File: src/hw/rtl/kts_pkg.sv
`default_nettype none

package kts_pkg;

	localparam int unsigned DEPTH = 64;
	localparam int unsigned CNT_W = $clog2(DEPTH + 1);

	// Contents of one sorting cell.
	typedef struct packed {
		logic               valid;
		logic signed [31:0] key;
		logic [31:0]        tag;
	} entry_t;

	// Command broadcast to every cell of the chain.
	typedef struct packed {
		logic               load;
		logic               unload;
		logic signed [31:0] key;
		logic [31:0]        tag;
	} cell_cmd_t;

endpackage

`default_nettype wire

File: src/hw/rtl/kts_cell.sv
`default_nettype none

module kts_cell (
	input  wire logic              clk,
	input  wire logic              arst_n,
	input  wire kts_pkg::cell_cmd_t cmd,
	input  wire logic              ins_left,
	input  wire kts_pkg::entry_t   left,
	input  wire kts_pkg::entry_t   right,
	output kts_pkg::entry_t        entry,
	output logic                   ins
);
	import kts_pkg::*;

	logic               valid_q;
	logic signed [31:0] key_q;
	logic [31:0]        tag_q;

	// The new item goes into an empty cell, or in front of this cell's item only on a strict less,
	// which keeps equal keys in arrival order.
	assign ins = !valid_q || ($signed(cmd.key) < $signed(key_q));

	assign entry.valid = valid_q;
	assign entry.key   = key_q;
	assign entry.tag   = tag_q;

	always_ff @(posedge clk or negedge arst_n) begin
		if (!arst_n) begin
			valid_q <= 1'b0;
		end else if (cmd.unload) begin
			valid_q <= right.valid;
		end else if (cmd.load) begin
			if (ins_left) begin
				valid_q <= left.valid;
			end else if (ins) begin
				valid_q <= 1'b1;
			end
		end
	end

	always_ff @(posedge clk) begin
		if (cmd.unload) begin
			key_q <= right.key;
			tag_q <= right.tag;
		end else if (cmd.load) begin
			if (ins_left) begin
				key_q <= left.key;
				tag_q <= left.tag;
			end else if (ins) begin
				key_q <= cmd.key;
				tag_q <= cmd.tag;
			end
		end
	end

endmodule

`default_nettype wire

File: config.mk
export PLATFORM = sky130hd
export DESIGN_NAME = kts_cell
export DESIGN_NICKNAME = d
export VERILOG_FILES = /design/src/hw/rtl/kts_pkg.sv /design/src/hw/rtl/kts_cell.sv
export SDC_FILE = /design/constraint.sdc
export NUM_CORES = 1
export LEC_CHECK = 0
export BUFFER_PORTS_ARGS = -buffer_cell sky130_fd_sc_hd__buf_2
export CAP_MARGIN = 5
export CORE_UTILIZATION = 40
export DETAILED_ROUTE_END_ITERATION = 10
export GPL_TIMING_DRIVEN = 0
export PLACE_DENSITY = 0.76
export SLEW_MARGIN = 15
export SYNTH_ARGS = -nofsm -noshare
export SYNTH_HDL_FRONTEND = slang
export SYNTH_SLANG_ARGS = --single-unit
File: constraint.sdc
create_clock -name clk -period 12 [get_ports clk]
set_input_delay 0.6 -clock clk [delete_from_list [all_inputs] [get_ports clk]]
set_output_delay 0.6 -clock clk [all_outputs]
set_load 0.01 [all_outputs]
==> results of run 1 <==
[stage by stage]
step           std cells  hold WS, ps  setup WS (ps)  instance area, um2
2_1_floorplan        401          304           7120                4150
3_3_place_gp         798          377           5730                5640
3_5_place_dp         800          376           8910                5700
4_1_cts              817          478           8900                5890
5_1_grt              817          501           8810                5890
6_report             817          491           8920                5890
[timing repair]
action / in CTS / in global routing
hold buffers: 1 / 0
endpoints found under the hold margin: 1 / 0
buffers inserted: 0 / 0
setup endpoints to repair: 0 / 0
[Yosys cell counts, drive strengths merged, types with 4 or more instances]
cell,instances
a21oi,9
clkbuf,15
mux2i,65
ha,31
nand2,75
nand4,4
nor2,6
o21ai,68
buf,7
edfxtp,64
inv,31
[worst paths after layout]
kind                                          start             endpoint  slack, ps  depth (start not counted)
worst min register to register  valid_q$_DFFE_PN0P_  valid_q$_DFFE_PN0P_        690                          2
worst min-delay path                      right[64]  valid_q$_DFFE_PN0P_        490                          3
min in group asynchronous                    arst_n  valid_q$_DFFE_PN0P_        610                          2
worst max-delay path            key_q[31]$_DFFE_PP_                  ins       8920                          9
worst max register to register   key_q[5]$_DFFE_PP_  tag_q[18]$_DFFE_PP_       9240                          9
max in group asynchronous                    arst_n  valid_q$_DFFE_PN0P_      11310                          2
[kinds of logic after synthesis]
kind of cell | count (synthesis)
flip-flops | 65
multiplexers | 65
adder cells (fa/ha/maj) | 31
AO/OA/AOI/OAI | 90
buffers and inverters | 53
AND/OR/NAND/NOR | 97
[placed cells by master (no fill, tap or decap), types with 4 or more instances in the layout]
| cell type | instances |
|---|---|
| buf_2 | 269 |
| nand2_1 | 75 |
| o21ai_0 | 67 |
| mux2i_1 | 65 |
| edfxtp_1 | 64 |
| inv_1 | 31 |
| ha_1 | 31 |
| clkbuf_1 | 15 |
| a21oi_1 | 9 |
| clkbuf_8 | 9 |
| clkinv_2 | 4 |
[flip-flops by register name, summed over array words and instances, names as in the netlist]
register	flops
tag_q	32
valid_q	1
key_q	32
[layer usage]
metal / share of wire [%] / vias to the layer above / GRT usage [%] / routed length, um
met5: 0 / - / 0 / 0
met4: 1.4 / 0 / 8.88 / 176
met3: 6.5 / 15 / 4.28 / 800
met2: 53 / 185 / 42.4 / 6490
met1: 39 / 1856 / 25.7 / 4820
li1: - / 2001 / - / -
[worst min-delay path, stage by stage]
cell and delay [ps]:
buf_2 70, nand2_1 50, o21ai_0 70
[power by group through the flow]
stage / registers [W] / logic (W) / clock network (W)
after global placement: 0.000299 / 0.000169 / 0
after CTS: 0.000293 / 0.000180 / 0.000186
after detailed placement: 0.000298 / 0.000179 / 0
after floorplan: 0.000313 / 0.0000768 / 0
final: 0.000293 / 0.000178 / 0.000181
after global routing: 0.000296 / 0.000197 / 0.000196
[cell type report]
cell class | count | area (um2)
repair buffers | 267 | 1390
plain buffers | 22 | 92.6
fillers | 873 | 4020
clock inverters | 7 | 61.3
well taps | 133 | 166
clock buffers | 9 | 124
flip-flops and latches | 65 | 1950
inverters | 31 | 116
multi-input cells | 283 | 2000
==> impl_metrics.csv, run 1 <==
group,metric,value,unit
job,maxCapViolCount,0,
pwr,power,0.000652,W
timing,final_max_slew_viol_count,0,
cells_and_area,fin_nets,909,
synth,synth_adder_area_share,9.35,%
die,coreArea,0.00991,mm2
die,initial_utilization,41.9,%
synth,synth_largest_area_cell,"edfxtp_1",
pwr,p_clk_share,27.8,%
global_route,grt_max_degree,26,
clocking,clock-sinks,65,
pwr,power_switching_share,29.6,%
worst_setup_path,crit_arrival,2480,ps
synth,yosysTopAreaCellShare,46.3,%
synth,synthSimpleGateAreaFrac,10.6,%
clocking,clock-root-buffer,"clkbuf_8",
die,dieArea,0.0108,mm2
timing,rsz0062_at_grt,"false",
worst_setup_path,cpMostUsedCell,"nor2_2",
clocking,cts_buffers,9,
synth,synth_compound_area_share,12.4,%
global_route,grt_pass1_wl,19500,um
synth,ys.flop_type,"edfxtp_1",
routing,drt_iter0_drc,250,
timing,finalSetupTns,0,ps
global_route,track_usage,22.9,%
pwr,powerDensity,111,mW/mm2
clocking,clock_latency,340,ps
worst_setup_path,max_stage_delay,590,ps
worst_setup_path,cp-start-kind,"flip-flop",
global_route,grt.overflow.total,0,
routing,vias,4057,
worst_setup_path,path_max_fanout,4,
routing,drt_pass1_iterations,4,
cells_and_area,syn_to_final_growth,42.1,%
pwr,p_leak,3.00,nW
pwr,p_sw,0.000193,W
routing,viasPerCell,4.97,
worst_setup_path,cp-end-kind,"output port",
pwr,p_int,0.000459,W
placed_design,hpwlAfterDp,9920,um
timing,relSlewSlack,52.0,%
clocking,cts.clk_slew.worst_paths,70,ps
routing,wl,12300,um
synth,synth_enable_flop_cells,64,
synth,synth_xor_area_share,0,%
die,die_h,104,um
worst_setup_path,worstSetupPathType,"flip-flop to output port",
timing,clock_skew,8.16,ps
synth,syn_avg_cell_area,10.3,um2
pwr,peakVddDrop,0.0000490,V
synth,synth_seq_cells,65,
routing,wl_per_cell,15.0,um
timing,timing.final.crit_share,25.7,%
worst_setup_path,crit_path_cell_trace,"inv_1 -> ha_1 -> nand4_2 -> or4_4 -> nor2_2 -> o2bb2ai_2 -> nor2_2 -> mux2i_1 -> buf_2",
synth,syn_area,0.00415,mm2
min_path,min_path_type,"primary input to flip-flop",
clocking,cts_resized,0,
synth,seq_area_frac_synth,46.9,%
synth,synth-async-reset-ratio,1.54,%
global_route,grt_pass1_vias,4100,
worst_setup_path,slowest_stage,"or4_4",
routing,post-route-drc-count,0,
clocking,cts_tree,"done",
timing,finalHoldViolations,0,
timing,fmax,324,MHz
worst_setup_path,critPathTopFamily,"simple AND/OR/NAND/NOR gates",
placed_design,numPortBuffers,264,
pwr,combPwrFrac,27.3,%
clocking,cts-htree-levels,3,
synth,synth_top_family_by_area,"multiplexers",
timing,setup_violations,0,
synth,yosys_warnings,0,
synth,synth.distinct_cells,37,
cells_and_area,utilization,59.5,%
worst_setup_path,required,11400,ps
synth,synth_nets,631,
die,num_rows,36,
synth,synth_cells,401,
synth,synth.area.top_cells,"edfxtp_1, mux2i_1, ha_1, o21ai_0, nand2_1",
cells_and_area,n_antenna_cell,0,
global_route,antenna_found_initial,0,
routing,postRouteAntennaNets,0,
cells_and_area,drive_above_1_share,43.4,%
timing,tightest_slew,721,ps
synth,muxShareOfSynthArea,15.7,%
timing,fin_crit,3080,ps
pwr,seqPwrFrac,44.9,%
die,io_pins,265,
die,die_x,104,um
clocking,clock_path_buffers,2,
placed_design,gp_congestion,0.827,
outcome,status,"finished clean",
worst_setup_path,crit_buf_inv,2,
(Power assumes the default switching activity.)
==> inputs of run 2 (changes only) <==
==> constraint.sdc (replaced) <==
create_clock -name clk -period 3 [get_ports clk]
set_input_delay 0.15 -clock clk [delete_from_list [all_inputs] [get_ports clk]]
set_output_delay 0.15 -clock clk [all_outputs]
set_load 0.01 [all_outputs]
==> impl_metrics.csv, run 2 (synthesized netlist as in run 1, its figures left out) <==
group,metric,value,unit
worst_setup_path,required,2850,ps
timing,relSlewSlack,50.3,%
timing,final_max_slew_viol_count,0,
clocking,clock-sinks,65,
routing,vias,4091,
clocking,cts_setup_buffers,0,
die,coreArea,0.00991,mm2
routing,post-route-drc-count,0,
die,die_x,104,um
routing,wl,12300,um
die,dieArea,0.0108,mm2
routing,viasPerCell,5.01,
cells_and_area,n_antenna_cell,0,
placed_design,hpwlAfterDp,9960,um
cells_and_area,final_cell_mix,"buf_2, nand2_1, o21ai_0",
clocking,cts-htree-levels,3,
min_path,min_path_cells,3,
global_route,grt_pass1_vias,4151,
placed_design,gp_congestion,0.814,
timing,setup_violations,0,
routing,wl_per_cell,15.0,um
clocking,clock-root-buffer,"clkbuf_8",
die,io_pins,265,
clocking,cts_hold_buf,1,
cells_and_area,top_regs,"key_q: 32 flops, tag_q: 32 flops, valid_q: 1 flops",
pwr,power,0.00269,W
global_route,grt_pass1_wl,19600,um
global_route,grt_max_degree,31,
clocking,clock_latency,340,ps
die,die_h,104,um
clocking,cts_resized,0,
routing,drt_pass1_iterations,4,
global_route,antenna_found_initial,0,
cells_and_area,fin_nets,909,
global_route,grt.overflow.total,0,
worst_setup_path,worstSetupPathType,"flip-flop to output port",
clocking,cts_tree,"done",
worst_setup_path,crit_arrival,2460,ps
routing,drt_iter0_drc,176,
die,initial_utilization,41.9,%
min_path,worstHoldStart,"right[64]",
placed_design,numPortBuffers,264,
clocking,cts_buffers,9,
cells_and_area,final_common_cell,"buf_2",
worst_setup_path,reg2reg_to,"tag_q[23]$_DFFE_PP_",
job,maxCapViolCount,0,
cells_and_area,syn_to_final_growth,42.3,%
clocking,cts.clk_slew.worst_paths,70,ps
timing,timing.final.crit_share,87.0,%
worst_setup_path,path_max_fanout,4,
timing,tightest_slew,745,ps
worst_setup_path,reg2reg_slack,460,ps
die,num_rows,36,
timing,fin_crit,2610,ps
timing,rsz0062_at_grt,"false",
outcome,status,"finished clean",
timing,clock_skew,10.4,ps
pwr,powerDensity,455,mW/mm2
timing,finalHoldViolations,0,
worst_setup_path,reg2reg_from,"key_q[5]$_DFFE_PP_",
timing,finalSetupTns,0,ps
worst_setup_path,r2r_cells,9,
routing,postRouteAntennaNets,0,
pwr,p_leak,3.01,nW
min_path,hold_end,"valid_q$_DFFE_PN0P_",
timing,fmax,383,MHz
worst_setup_path,cp-start-kind,"flip-flop",
clocking,clock_path_buffers,2,
global_route,track_usage,22.9,%
cells_and_area,drive_above_1_share,43.4,%
min_path,min_path_type,"primary input to flip-flop",
pwr,peakVddDrop,0.000225,V
worst_setup_path,cp-end-kind,"output port",
## run 2: final cells by class
| type | count | area [um2] |
|---|---|---|
| buffer | 22 | 92.6 |
| clock buffer | 10 | 128 |
| clock inverter | 6 | 82.6 |
| fill | 883 | 4010 |
| inverter | 31 | 116 |
| multi-input combinational | 283 | 2000 |
| sequential | 65 | 1950 |
| tap | 133 | 166 |
| timing repair buffer | 267 | 1370 |
## run 2: layer usage
| metal | vias to the layer above | wire (um) | share of wire [%] | global-route usage (%) |
|---|---|---|---|---|
| met4 | 0 | 231 | 1.9 | 9.29 |
| li1 | 2006 | - | - | - |
| met3 | 21 | 789 | 6.4 | 5.41 |
| met2 | 165 | 6520 | 53 | 41.9 |
| met5 | - | 0 | 0 | 0 |
| met1 | 1899 | 4750 | 39 | 25.2 |
## run 2: worst max-delay path by stage
stage	cells after the start	end	from
finish	9	ins	key_q[31]$_DFFE_PP_
global route	9	key_q[6]$_DFFE_PP_	key_q[23]$_DFFE_PP_
CTS	9	ins	key_q[31]$_DFFE_PP_
detailed placement	9	tag_q[23]$_DFFE_PP_	key_q[23]$_DFFE_PP_
global placement	8	tag_q[20]$_DFFE_PP_	key_q[5]$_DFFE_PP_
floorplan	8	key_q[0]$_DFFE_PP_	key_q[5]$_DFFE_PP_
## run 2: per-stage QoR
step / utilization [%] / hold WS, ps / setup slack (ps) / area (um2) / std cells
floorplan: - / -146 / 55.3 / 4160 / 401
global placement: 57.0 / -73.5 / -401 / 5640 / 798
detailed placement: 57.4 / -74.1 / 478 / 5680 / 800
CTS: 59.6 / 31.8 / 335 / 5900 / 817
global route: 59.6 / 63.4 / 167 / 5900 / 817
finish: 59.6 / 56.2 / 391 / 5900 / 817
## run 2: report_power, final
group / total [W] / switching [W] / internal, W
logic: 0.000708 / 0.000384 / 0.000324
registers: 0.00117 / 0.0000386 / 0.00113
clock network: 0.000810 / 0.000346 / 0.000464
## run 2: worst max-delay path, stage by stage, from the launching register on
cell and delay (ps):
edfxtp_1 350, inv_1 50, ha_1 330, nand4_2 160, or4_4 590, nor2_2 130
o2bb2ai_2 140, nor2_2 50, mux2i_1 160, buf_2 160
==> inputs of run 3 (changes only) <==
--- a/config.mk
+++ b/config.mk
@@ -6,11 +6,13 @@
 export NUM_CORES = 1
 export LEC_CHECK = 0
 export BUFFER_PORTS_ARGS = -buffer_cell sky130_fd_sc_hd__buf_2
-export CAP_MARGIN = 5
-export CORE_UTILIZATION = 40
+export CAP_MARGIN = 15
+export CELL_PAD_IN_SITES_DETAIL_PLACEMENT = 1
+export CELL_PAD_IN_SITES_GLOBAL_PLACEMENT = 1
+export CORE_UTILIZATION = 31
 export DETAILED_ROUTE_END_ITERATION = 10
 export GPL_TIMING_DRIVEN = 0
-export PLACE_DENSITY = 0.76
+export PLACE_DENSITY_LB_ADDON = 0.1
 export SLEW_MARGIN = 15
 export SYNTH_ARGS = -nofsm -noshare
 export SYNTH_HDL_FRONTEND = slang
==> impl_metrics.csv, run 3 (synthesized netlist as in run 1, its figures left out) <==
group,metric,value,unit
outcome,status,"finished clean",
clocking,cts_tree,"done",
worst_setup_path,cp-end-kind,"flip-flop",
die,io_pins,265,
global_route,grt_pass1_vias,4259,
worst_setup_path,reg2reg_from,"key_q[21]$_DFFE_PP_",
min_path,worstHoldStart,"right[64]",
routing,viasPerCell,4.71,
pwr,peakVddDrop,0.000205,V
timing,timing.final.crit_share,89.3,%
global_route,antenna_found_initial,1,
die,initial_utilization,32.4,%
pwr,powerDensity,496,mW/mm2
min_path,min_path_type,"primary input to flip-flop",
die,num_rows,41,
cells_and_area,final_area,0.00606,mm2
clocking,clock_path_buffers,2,
cells_and_area,syn_to_final_growth,46.0,%
routing,vias,4037,
placed_design,numPortBuffers,264,
timing,relSlewSlack,46.3,%
cells_and_area,fillers,1576,
clocking,clock_latency,330,ps
routing,wl_per_cell,16.1,um
worst_setup_path,cp-start-kind,"flip-flop",
worst_setup_path,worstSetupPathType,"flip-flop to flip-flop",
clocking,cts_buffers,9,
clocking,clock-root-buffer,"clkbuf_16",
routing,drt_pass1_iterations,5,
timing,rsz0062_at_grt,"false",
cells_and_area,final_cell_mix,"buf_2, nand2_1, o21ai_0",
placed_design,hpwlAfterDp,11400,um
cells_and_area,fin_nets,909,
cells_and_area,top_regs,"key_q: 32 flops, tag_q: 32 flops, valid_q: 1 flops",
clocking,cts.clk_slew.worst_paths,60,ps
global_route,track_usage,20.1,%
clocking,clock-sinks,65,
timing,finalHoldViolations,0,
cells_and_area,final_cells,857,
timing,clock_skew,9.22,ps
die,coreArea,0.0128,mm2
routing,post-route-drc-count,0,
pwr,power,0.00301,W
timing,fin_crit,2680,ps
timing,tightest_slew,805,ps
placed_design,placedCellCount,839,
worst_setup_path,critPathTopFamily,"compound AO/OA/AOI/OAI gates",
placed_design,gp_congestion,0.772,
worst_setup_path,path_max_fanout,27,
die,dieArea,0.0139,mm2
worst_setup_path,max_stage_delay,430,ps
routing,drt_iter0_drc,82,
job,maxCapViolCount,0,
worst_setup_path,reg2reg_slack,320,ps
global_route,grt.overflow.total,0,
clocking,cts-htree-levels,3,
routing,wl,13800,um
routing,postRouteAntennaNets,0,
timing,fmax,373,MHz
timing,post-route-worst-setup-slack,322,ps
cells_and_area,final_common_cell,"buf_2",
worst_setup_path,crit_arrival,2700,ps
pwr,p_leak,3.06,nW
die,die_x,118,um
cells_and_area,drive_above_1_share,43.3,%
global_route,grt_max_degree,28,
worst_setup_path,required,3030,ps
die,die_h,118,um
worst_setup_path,slowest_stage,"nor2_4",
placed_design,place_worst_setup_slack,294,ps
global_route,grt_pass1_wl,21700,um
worst_setup_path,crit_path_cell_trace,"inv_1 -> ha_1 -> a21oi_1 -> o21ai_1 -> a221oi_1 -> o211ai_1 -> o2bb2ai_1 -> nor2_4 -> buf_12",
timing,setup_violations,0,
timing,final_max_slew_viol_count,0,
worst_setup_path,startpoint,"key_q[21]$_DFFE_PP_",
placed_design,place_area,0.00573,mm2
timing,finalSetupTns,0,ps
worst_setup_path,crit_buf_inv,2,
-- run 3: area by class of cell --
class | count | area [um2] | share of cell area, %
Antenna cell | 1 | 2.50 | 0.0413
Buffer | 22 | 92.6 | 1.53
Clock buffer | 10 | 229 | 3.78
Clock inverter | 6 | 82.6 | 1.36
Inverter | 31 | 116 | 1.92
Multi-Input combinational cell | 283 | 2000 | 33.0
Sequential cell | 65 | 1950 | 32.1
Tap cell | 172 | 215 | 3.55
Timing Repair Buffer | 267 | 1370 | 22.6
-- run 3: per-layer routing --
| layer | wire, um | track usage (%) | vias up |
|---|---|---|---|
| met4 | 255 | 7.85 | 0 |
| met3 | 982 | 5.04 | 14 |
| li1 | - | - | 2008 |
| met1 | 5410 | 21.9 | 1856 |
| met5 | 0 | 0 | - |
| met2 | 7180 | 37.1 | 159 |
-- run 3: worst paths after layout --
kind,endpoint,cells past startpoint
max,tag_q[19]$_DFFE_PP_,9
max in group asynchronous,valid_q$_DFFE_PN0P_,2
min in group asynchronous,valid_q$_DFFE_PN0P_,2
max reg2reg,tag_q[19]$_DFFE_PP_,9
min reg2reg,valid_q$_DFFE_PN0P_,2
min,valid_q$_DFFE_PN0P_,3
-- run 3: through the flow --
step / util, % / hold WS [ps]
final: 47.2 / 47.1
after global routing: 47.2 / 72.8
after CTS: 47.2 / 41.6
after detailed placement: 44.7 / -73.5
after global placement: 44.4 / -73.0
after floorplan: - / -146
-- run 3: report_power, final --
part	switching, W	internal, W	leakage, nW
Sequential	0.0000396	0.00113	0.671
Clock	0.000392	0.000723	0.154
Combinational	0.000391	0.000325	2.23
Total	0.000823	0.00218	3.06
-- run 3: worst reg2reg max path, cell delays in order (launching register included) --
cell	delay, ps
edfxtp_1	390
inv_1	90
ha_1	270
a21oi_1	160
o21ai_1	90
a221oi_1	260
o211ai_1	210
o2bb2ai_1	210
nor2_4	430
buf_12	260
-- run 3: repair_timing --
action / in CTS / in global routing
hold buffers: 1 / 0
setup buffers: 0 / 0
hold endpoints to repair: 1 / 0
gates resized for setup: 0 / 0
